<file path="src/rtl/i2c_master_byte_sequencer_defines.svh">
// Assertion helpers shared by the sequencer RTL.
`ifndef I2C_MASTER_BYTE_SEQUENCER_DEFINES_SVH
`define I2C_MASTER_BYTE_SEQUENCER_DEFINES_SVH

// Same-cycle implication, held off during reset.
`define I2CMBS_ASSERT_NOW(label, clk, rst_n, ante, cons) \
    label: assert property (@(posedge clk) disable iff (!rst_n) (ante) |-> (cons)) \
        else $error("sequencer check failed");

// Next-cycle implication, held off during reset.
`define I2CMBS_ASSERT_NEXT(label, clk, rst_n, ante, cons) \
    label: assert property (@(posedge clk) disable iff (!rst_n) (ante) |=> (cons)) \
        else $error("sequencer check failed");

`endif

</file>
<file path="src/rtl/i2cmbs_pkg.sv">
package i2cmbs_pkg;

    localparam logic [2:0] OP_IDLE  = 3'd0;
    localparam logic [2:0] OP_START = 3'd1;
    localparam logic [2:0] OP_STOP  = 3'd2;
    localparam logic [2:0] OP_WRITE = 3'd3;
    localparam logic [2:0] OP_READ  = 3'd4;

    localparam logic [9:0] POLL_RESET = 10'd500;

    typedef struct packed {
        logic       scl_level;
        logic       sda_level;
        logic       busy_res;
        logic       done_res;
        logic [7:0] rx_byte;
        logic       nacked;
    } t_result;

endpackage

</file>
<file path="src/rtl/i2c_master_byte_sequencer.sv">
// Byte-level I2C master sequencer, one bus phase per input transfer.
// Input channel (i_in_valid / o_in_stall): each transfer is one phase tick
// carrying the sampled SDA level; when idle it may also start a start, stop,
// byte write or byte read command (i_func).
// Output channel (o_out_valid / i_out_stall): exactly one result per input
// transfer, giving the SCL/SDA levels for the phase, busy, done, the last
// received byte and the no-acknowledge flag.
// Config channel (i_cfg_valid / o_cfg_ready, always ready): writes the
// acknowledge poll limit; write only while idle.
// The result is registered: valid the cycle after the input transfer unless
// the output is stalled. Throughput: one transfer per cycle while o_in_stall
// is low; the phase update from the state registers is combinational.
// A two-entry result buffer sits on the output: with the receiver stalled,
// one further input transfer is taken, then o_in_stall rises until the
// receiver takes a result.
// Reset (synchronous, active low): idle, SCL and SDA released, poll limit
// 500, received byte and no-acknowledge flag cleared, no result pending.
`include "i2c_master_byte_sequencer_defines.svh"

module i2c_master_byte_sequencer (
    input  logic       i_clk,
    input  logic       i_rst_n,
    input  logic       i_in_valid,
    output logic       o_in_stall,
    input  logic [2:0] i_func,
    input  logic [7:0] i_data_byte,
    input  logic       i_send_ack,
    input  logic       i_sda_in,
    input  logic       i_cfg_valid,
    output logic       o_cfg_ready,
    input  logic [9:0] i_cfg_data,
    output logic       o_out_valid,
    input  logic       i_out_stall,
    output logic       o_scl_level,
    output logic       o_sda_level,
    output logic       o_busy_res,
    output logic       o_done_res,
    output logic [7:0] o_rx_byte,
    output logic       o_nacked
);
    import i2cmbs_pkg::*;

    t_result result;
    t_result r_out, r_skid;
    logic    r_out_valid, r_skid_valid;
    logic    in_take, out_take, out_free;

    assign o_in_stall  = r_skid_valid;
    assign o_cfg_ready = 1'b1;
    assign in_take     = i_in_valid && !r_skid_valid;
    assign out_take    = r_out_valid && !i_out_stall;
    assign out_free    = !r_out_valid || out_take;

    i2cmbs_core u_core (
        .i_clk       (i_clk),
        .i_rst_n     (i_rst_n),
        .i_accept    (in_take),
        .i_func      (i_func),
        .i_data_byte (i_data_byte),
        .i_send_ack  (i_send_ack),
        .i_sda_in    (i_sda_in),
        .i_cfg_we    (i_cfg_valid && o_cfg_ready),
        .i_cfg_data  (i_cfg_data),
        .o_result    (result)
    );

    always_ff @(posedge i_clk) begin
        if (!i_rst_n) begin
            r_out_valid  <= 1'b0;
            r_skid_valid <= 1'b0;
        end else begin
            if (r_skid_valid) begin
                if (out_take) begin
                    r_out_valid  <= 1'b1;
                    r_skid_valid <= 1'b0;
                end
            end else if (in_take) begin
                if (out_free) begin
                    r_out_valid <= 1'b1;
                end else begin
                    r_skid_valid <= 1'b1;
                end
            end else if (out_take) begin
                r_out_valid <= 1'b0;
            end
        end
    end

    always_ff @(posedge i_clk) begin
        if (r_skid_valid) begin
            if (out_take) begin
                r_out <= r_skid;
            end
        end else if (in_take) begin
            if (out_free) begin
                r_out <= result;
            end else begin
                r_skid <= result;
            end
        end
    end

    assign o_out_valid = r_out_valid;
    assign o_scl_level = r_out.scl_level;
    assign o_sda_level = r_out.sda_level;
    assign o_busy_res  = r_out.busy_res;
    assign o_done_res  = r_out.done_res;
    assign o_rx_byte   = r_out.rx_byte;
    assign o_nacked    = r_out.nacked;

    `I2CMBS_ASSERT_NOW(a_skid_implies_out, i_clk, i_rst_n, r_skid_valid, r_out_valid)
    `I2CMBS_ASSERT_NOW(a_done_not_busy, i_clk, i_rst_n, r_out_valid && r_out.done_res, !r_out.busy_res)
    `I2CMBS_ASSERT_NEXT(a_stalled_take_fills_skid, i_clk, i_rst_n, in_take && r_out_valid && i_out_stall, r_skid_valid && r_out_valid)
    `I2CMBS_ASSERT_NEXT(a_take_gives_result, i_clk, i_rst_n, in_take, r_out_valid)

endmodule

</file>
<file path="src/rtl/i2cmbs_core.sv">
module i2cmbs_core (
    input  logic                 i_clk,
    input  logic                 i_rst_n,
    input  logic                 i_accept,
    input  logic [2:0]           i_func,
    input  logic [7:0]           i_data_byte,
    input  logic                 i_send_ack,
    input  logic                 i_sda_in,
    input  logic                 i_cfg_we,
    input  logic [9:0]           i_cfg_data,
    output i2cmbs_pkg::t_result  o_result
);
    import i2cmbs_pkg::*;

    localparam logic [3:0] ST_P0 = 4'd0;
    localparam logic [3:0] ST_P1 = 4'd1;
    localparam logic [3:0] ST_P2 = 4'd2;
    localparam logic [3:0] ST_P3 = 4'd3;
    localparam logic [3:0] ST_P4 = 4'd4;
    localparam logic [3:0] ST_P5 = 4'd5;
    localparam logic [3:0] ST_P6 = 4'd6;
    localparam logic [3:0] ST_P7 = 4'd7;

    localparam logic [3:0] BITS_PER_BYTE = 4'd8;

    logic [9:0] r_poll_limit;
    logic [3:0] r_phase, n_phase;
    logic [3:0] r_bit_count, n_bit_count;
    logic [7:0] r_shift, n_shift;
    logic [9:0] r_poll_count, n_poll_count;
    logic [2:0] r_op, n_op;
    logic       r_ack_choice, n_ack_choice;
    logic       r_scl, n_scl;
    logic       r_sda, n_sda;
    logic       r_nack, n_nack;
    logic [7:0] r_rx_last, n_rx_last;
    logic       done;
    logic       start_cmd;
    logic [3:0] bit_inc;
    logic [9:0] poll_inc;

    assign start_cmd = (r_op == OP_IDLE) && (i_func inside {[OP_START:OP_READ]});

    always_comb begin
        n_phase      = r_phase;
        n_bit_count  = r_bit_count;
        n_shift      = r_shift;
        n_poll_count = r_poll_count;
        n_op         = r_op;
        n_ack_choice = r_ack_choice;
        n_scl        = r_scl;
        n_sda        = r_sda;
        n_nack       = r_nack;
        n_rx_last    = r_rx_last;
        done         = 1'b0;

        if (start_cmd) begin
            n_op         = i_func;
            n_phase      = ST_P0;
            n_bit_count  = 4'd0;
            n_poll_count = 10'd0;
            n_ack_choice = i_send_ack;
            n_shift      = (i_func == OP_WRITE) ? i_data_byte : 8'd0;
        end

        bit_inc  = n_bit_count + 4'd1;
        poll_inc = n_poll_count + 10'd1;

        case (n_op)
            OP_IDLE: begin
            end
            OP_START: begin
                case (n_phase)
                    ST_P0: begin n_sda = 1'b1; n_phase = ST_P1; end
                    ST_P1: begin n_scl = 1'b1; n_phase = ST_P2; end
                    ST_P2: begin n_sda = 1'b0; n_phase = ST_P3; end
                    ST_P3: begin n_scl = 1'b0; done = 1'b1; end
                    default: done = 1'b1;
                endcase
            end
            OP_STOP: begin
                case (n_phase)
                    ST_P0: begin n_sda = 1'b0; n_phase = ST_P1; end
                    ST_P1: begin n_scl = 1'b1; n_phase = ST_P2; end
                    ST_P2: begin n_sda = 1'b1; n_phase = ST_P3; end
                    default: done = 1'b1;
                endcase
            end
            OP_WRITE: begin
                case (n_phase)
                    ST_P0: begin n_sda = n_shift[7]; n_phase = ST_P1; end
                    ST_P1: begin n_scl = 1'b1; n_phase = ST_P2; end
                    ST_P2: begin
                        n_scl       = 1'b0;
                        n_shift     = {n_shift[6:0], 1'b0};
                        n_bit_count = bit_inc;
                        n_phase     = (bit_inc >= BITS_PER_BYTE) ? ST_P3 : ST_P0;
                    end
                    ST_P3: begin n_sda = 1'b1; n_phase = ST_P4; end
                    ST_P4: begin n_scl = 1'b1; n_phase = ST_P5; end
                    ST_P5: begin
                        if (!i_sda_in) begin
                            n_nack  = 1'b0;
                            n_phase = ST_P6;
                        end else begin
                            n_poll_count = poll_inc;
                            if (poll_inc >= r_poll_limit || poll_inc == 10'd0) begin
                                n_nack  = 1'b1;
                                n_phase = ST_P6;
                            end
                        end
                    end
                    ST_P6: begin n_scl = 1'b0; done = 1'b1; end
                    default: done = 1'b1;
                endcase
            end
            OP_READ: begin
                case (n_phase)
                    ST_P0: begin n_sda = 1'b1; n_phase = ST_P1; end
                    ST_P1: begin n_scl = 1'b1; n_phase = ST_P2; end
                    ST_P2: begin
                        n_shift = {n_shift[6:0], i_sda_in};
                        n_scl   = 1'b0;
                        n_phase = ST_P3;
                    end
                    ST_P3: begin
                        n_bit_count = bit_inc;
                        if (bit_inc >= BITS_PER_BYTE) begin
                            n_rx_last = n_shift;
                            n_phase   = ST_P4;
                        end else begin
                            n_phase = ST_P1;
                        end
                    end
                    ST_P4: begin n_sda = n_ack_choice; n_phase = ST_P5; end
                    ST_P5: begin n_scl = 1'b1; n_phase = ST_P6; end
                    ST_P6: begin n_scl = 1'b0; n_phase = ST_P7; end
                    ST_P7: begin n_sda = ~n_ack_choice; done = 1'b1; end
                    default: done = 1'b1;
                endcase
            end
            default: done = 1'b1;
        endcase

        if (done) begin
            n_op        = OP_IDLE;
            n_phase     = ST_P0;
            n_bit_count = 4'd0;
        end
    end

    always_comb begin
        o_result.scl_level = n_scl;
        o_result.sda_level = n_sda;
        o_result.busy_res  = (n_op != OP_IDLE);
        o_result.done_res  = done;
        o_result.rx_byte   = n_rx_last;
        o_result.nacked    = n_nack;
    end

    always_ff @(posedge i_clk) begin
        if (!i_rst_n) begin
            r_poll_limit <= POLL_RESET;
        end else if (i_cfg_we) begin
            r_poll_limit <= i_cfg_data;
        end
    end

    always_ff @(posedge i_clk) begin
        if (!i_rst_n) begin
            r_phase      <= ST_P0;
            r_bit_count  <= 4'd0;
            r_shift      <= 8'd0;
            r_poll_count <= 10'd0;
            r_op         <= OP_IDLE;
            r_ack_choice <= 1'b0;
            r_scl        <= 1'b1;
            r_sda        <= 1'b1;
            r_nack       <= 1'b0;
            r_rx_last    <= 8'd0;
        end else if (i_accept) begin
            r_phase      <= n_phase;
            r_bit_count  <= n_bit_count;
            r_shift      <= n_shift;
            r_poll_count <= n_poll_count;
            r_op         <= n_op;
            r_ack_choice <= n_ack_choice;
            r_scl        <= n_scl;
            r_sda        <= n_sda;
            r_nack       <= n_nack;
            r_rx_last    <= n_rx_last;
        end
    end

endmodule
</file>
<file path="config.mk">
export PLATFORM = sky130hd
export DESIGN_NAME = i2c_master_byte_sequencer
export DESIGN_NICKNAME = d
export VERILOG_FILES = /design/src/rtl/i2cmbs_pkg.sv /design/src/rtl/i2c_master_byte_sequencer.sv /design/src/rtl/i2cmbs_core.sv
export VERILOG_INCLUDE_DIRS = /design/src /design/src/rtl
export SDC_FILE = /design/constraint.sdc
export NUM_CORES = 1
export LEC_CHECK = 0
export BUFFER_PORTS_ARGS = -buffer_cell sky130_fd_sc_hd__buf_2
export CAP_MARGIN = 0
export CORE_MARGIN = 8
export CORE_UTILIZATION = 45
export DETAILED_ROUTE_END_ITERATION = 8
export PLACE_DENSITY = 0.63
export SLEW_MARGIN = 10
export SYNTH_ARGS = -nofsm -noshare
export SYNTH_HDL_FRONTEND = slang
export SYNTH_HIERARCHICAL = 1
export SYNTH_SLANG_ARGS = --single-unit
export TNS_END_PERCENT = 50
</file>
<file path="constraint.sdc">
create_clock -name i_clk -period 11.5 [get_ports i_clk]
set_clock_uncertainty 0.05 [all_clocks]
set_input_delay 1.725 -clock i_clk [delete_from_list [all_inputs] [get_ports i_clk]]
set_output_delay 1.725 -clock i_clk [all_outputs]
set_load 0.02 [all_outputs]
</file>
==> impl_metrics.json <==
{
  "status": "finished clean",
  "antenna_cells": 0,
  "p_leak_uw": 0.00204,
  "tightest_slew_ns": 1.16,
  "synth_top_family_by_area": "simple AND/OR/NAND/NOR gates",
  "clock_latency_ns": 0.37,
  "setup_ws_ns": 7.00,
  "crit_cells": 14,
  "route.detailed.drc": 0,
  "crit_required_ns": 11.57,
  "drt-total-wl_um": 11000,
  "grt_start_max_net_pins": 41,
  "finalSetupViolCount": 0,
  "initial_core_util_pct": 45.8,
  "post-place-cells": 662,
  "critical_path_class": "in2reg",
  "root_buffer": "clkbuf_8",
  "synth.area.top_cells": "dfxtp_1 (23%), edfxtp_1 (17%), mux2i_1 (5.8%)",
  "die_w_um": 118,
  "cts_tree": "built",
  "grt_use_total_pct": 15.7,
  "post_cts_resized": 0,
  "slowest_delay_ns": 0.39,
  "synth_fa_ha_area_share_pct": 2.68,
  "core_um2": 10200,
  "htreeDepth": 3,
  "synth_compound_area_share_pct": 19.1,
  "hp-start": "u_core/r_ack_choice$_SDFFE_PN0P_",
  "max_slew_margin_pct": 22.4,
  "yosysSeqAreaShare_pct": 39.5,
  "most-common-layout-cells": "nor2_1 (66), dfxtp_1 (53), a21oi_1 (47), nand2_1 (43), buf_2 (42)",
  "crit_chain": "buf_2, o21a_1, nor3_4, buf_4, nor2_1, ha_1, a21oi_1, a21o_1, a21oi_1, nor4b_4, inv_1, a21oi_1, a21oi_1, mux2_4",
  "synth.cell_area_um2": 4660,
  "area_growth_pct": 8.59,
  "seqCellArea_um2": 1840,
  "slew_viol_final": 0,
  "crit_buf_inv": 3,
  "grt_pass1_vias": 3610,
  "cts_hold_repair.buffers": 0,
  "grt_pass1_wl_um": 18000,
  "rows": 37,
  "cts_max_path_buffers": 2,
  "worstPathMaxFanout": 33,
  "cp_top_family": "compound AO/OA/AOI/OAI gates",
  "dp_hpwl_um": 7670,
  "synth_edf_count": 26,
  "gp_congestion": 0.865,
  "ys_seq_elements": 79,
  "yosysUniqueCellTypes": 74,
  "die_h_um": 118,
  "syn_avg_cell_area_um2": 8.93,
  "vias": 3826,
  "firstDrtPassIters": 8,
  "cts_buffers": 9,
  "yosysWarnings": 6,
  "multi_input_area_um2": 2500,
  "clkSinkCount": 79,
  "drtIter0Drc": 386,
  "die_area_um2": 13900,
  "fin_util_pct": 49.7,
  "setup_tns_ns": 0,
  "stdcell_count": 678,
  "post_cts_buffers": 0,
  "p_per_area_nw_per_um2": 129,
  "fill_cells": 994,
  "arrival_ns": 4.57,
  "layout_commonest_cell": "nor2_1",
  "drive_above_1_share_pct": 17.0,
  "min_path_cells": 2,
  "ir_worst_vdd_mv": 0.0491,
  "rr_startpoint": "u_core/r_op[2]$_SDFFE_PN0P_",
  "cp-end-kind": "flip-flop",
  "slowest_stage": "buf_4",
  "synthFlopType": "dfxtp_1",
  "portBuffers": 42,
  "min_path_type": "reg2reg",
  "path_common_cell": "a21oi_1",
  "hold_violations": 0,
  "drv_cap": 0,
  "nets": 575,
  "cp-startpoint": "i_func[1]",
  "io_pins": 44,
  "period_share_pct": 39.1,
  "syn_nets": 560,
  "synthSimpleGateAreaFrac_pct": 19.5,
  "wl_per_cell_um": 16.3,
  "yosysTopAreaCell": "dfxtp_1",
  "rsz0062_at_grt": "no",
  "gr-total-overflow": 0,
  "synth_mux_area_share_pct": 9.74,
  "viasPerCell": 5.64,
  "place_ws_ns": 6.66,
  "synth-xor-area-share_pct": 2.44,
  "syn_inst": 522,
  "reg2regPathDepth": 13,
  "synth.top_cell.area_share_pct": 22.8,
  "synthArstFlopShare_pct": 0,
  "fin_crit_ns": 4.50,
  "critPathLaunchType": "primary input",
  "path_clk_slew_ns": 0.08,
  "timing.fmax_ghz": 0.222,
  "antenna_found_initial": 0,
  "drtAntennaViolNets": 0
}
[where the power goes]
part / internal, µW / leakage [µW] / switching [µW]
registers: 301 / 0.000671 / 11.7
logic: 38.1 / 0.00126 / 67.4
clock network: 128 / 0.000108 / 106
total: 467 / 0.00204 / 185
[worst reg2reg max path, delay by kind of cell (launching register included)]
family / cells / cell delay (ns)
buf+inv: 2 / 0.47
compound gates: 5 / 0.61
mux: 1 / 0.28
simple gates: 4 / 1.15
fa+ha+maj: 1 / 0.32
flops: 1 / 0.45
[Yosys cell counts (all sizes together), types with 10 or more instances]
cell type and n:
nor2 66, dfxtp 53, a21oi 47, nand2 43, mux2i 27, edfxtp 26, buf 23, inv 23
o21ai 21, clkbuf 19, mux2 14, and3 13, nand3 13, ha 10, nor3 10
[final timing paths]
path                                           end  slack, ns
setup / recovery                o_nacked$_DFFE_PP_       7.00
hold reg to reg   u_core/r_ack_choice$_SDFFE_PN0P_       0.41
setup reg to reg                o_nacked$_DFFE_PP_       7.92
hold / removal    u_core/r_ack_choice$_SDFFE_PN0P_       0.41
[through the flow]
| stage | hold slack, ns | total power [µW] | area [µm²] |
|---|---|---|---|
| final | 0.407 | 653 | 5060 |
| after global routing | 0.438 | 681 | 5060 |
| after CTS | 0.412 | 657 | 5060 |
| after detailed placement | 0.401 | 424 | 4840 |
| after global placement | 0.400 | 423 | 4840 |
| after floorplan | 0.386 | 400 | 4660 |
[routing by layer]
| metal | vias up | global-route usage [%] | share of wire [%] |
|---|---|---|---|
| li1 | 1912 | - | - |
| met1 | 1779 | 20.0 | 46 |
| met2 | 121 | 24.6 | 46 |
| met3 | 14 | 4.41 | 6.4 |
| met4 | 0 | 6.16 | 1.5 |
| met5 | - | 0 | 0 |
[cells by family (layout without fill, tap and decap cells)]
group,after synthesis,count (layout)
xor gates and xnor gates,13,13
adders and majority gates,10,10
DFF,79,79
other,1,1
AOI/OAI and AO/OA,133,133
buffers and inverters,66,86
and+or+nand+nor,179,179
muxes,41,41
[registers in the layout (all words and copies together) (netlist names), 3 cells and up]
signal               flops
u_core/r_bit_count       4
u_core/r_op              3
o_rx_byte                8
u_core/r_shift           8
r_skid                  13
u_core/r_poll_limit     10
u_core/r_poll_count     10
u_core/r_phase           4
u_core/r_rx_last         8
[cell type report]
class | instances | share of cell area (%)
Multi-Input combinational cell | 377 | 49.4
Sequential cell | 79 | 36.4
Timing Repair Buffer | 46 | 4.75
Tap cell | 136 | 3.36
Clock buffer | 11 | 2.79
Inverter | 24 | 1.78
Clock inverter | 5 | 1.58
No activity file was read; power rests on OpenSTA's default activity.
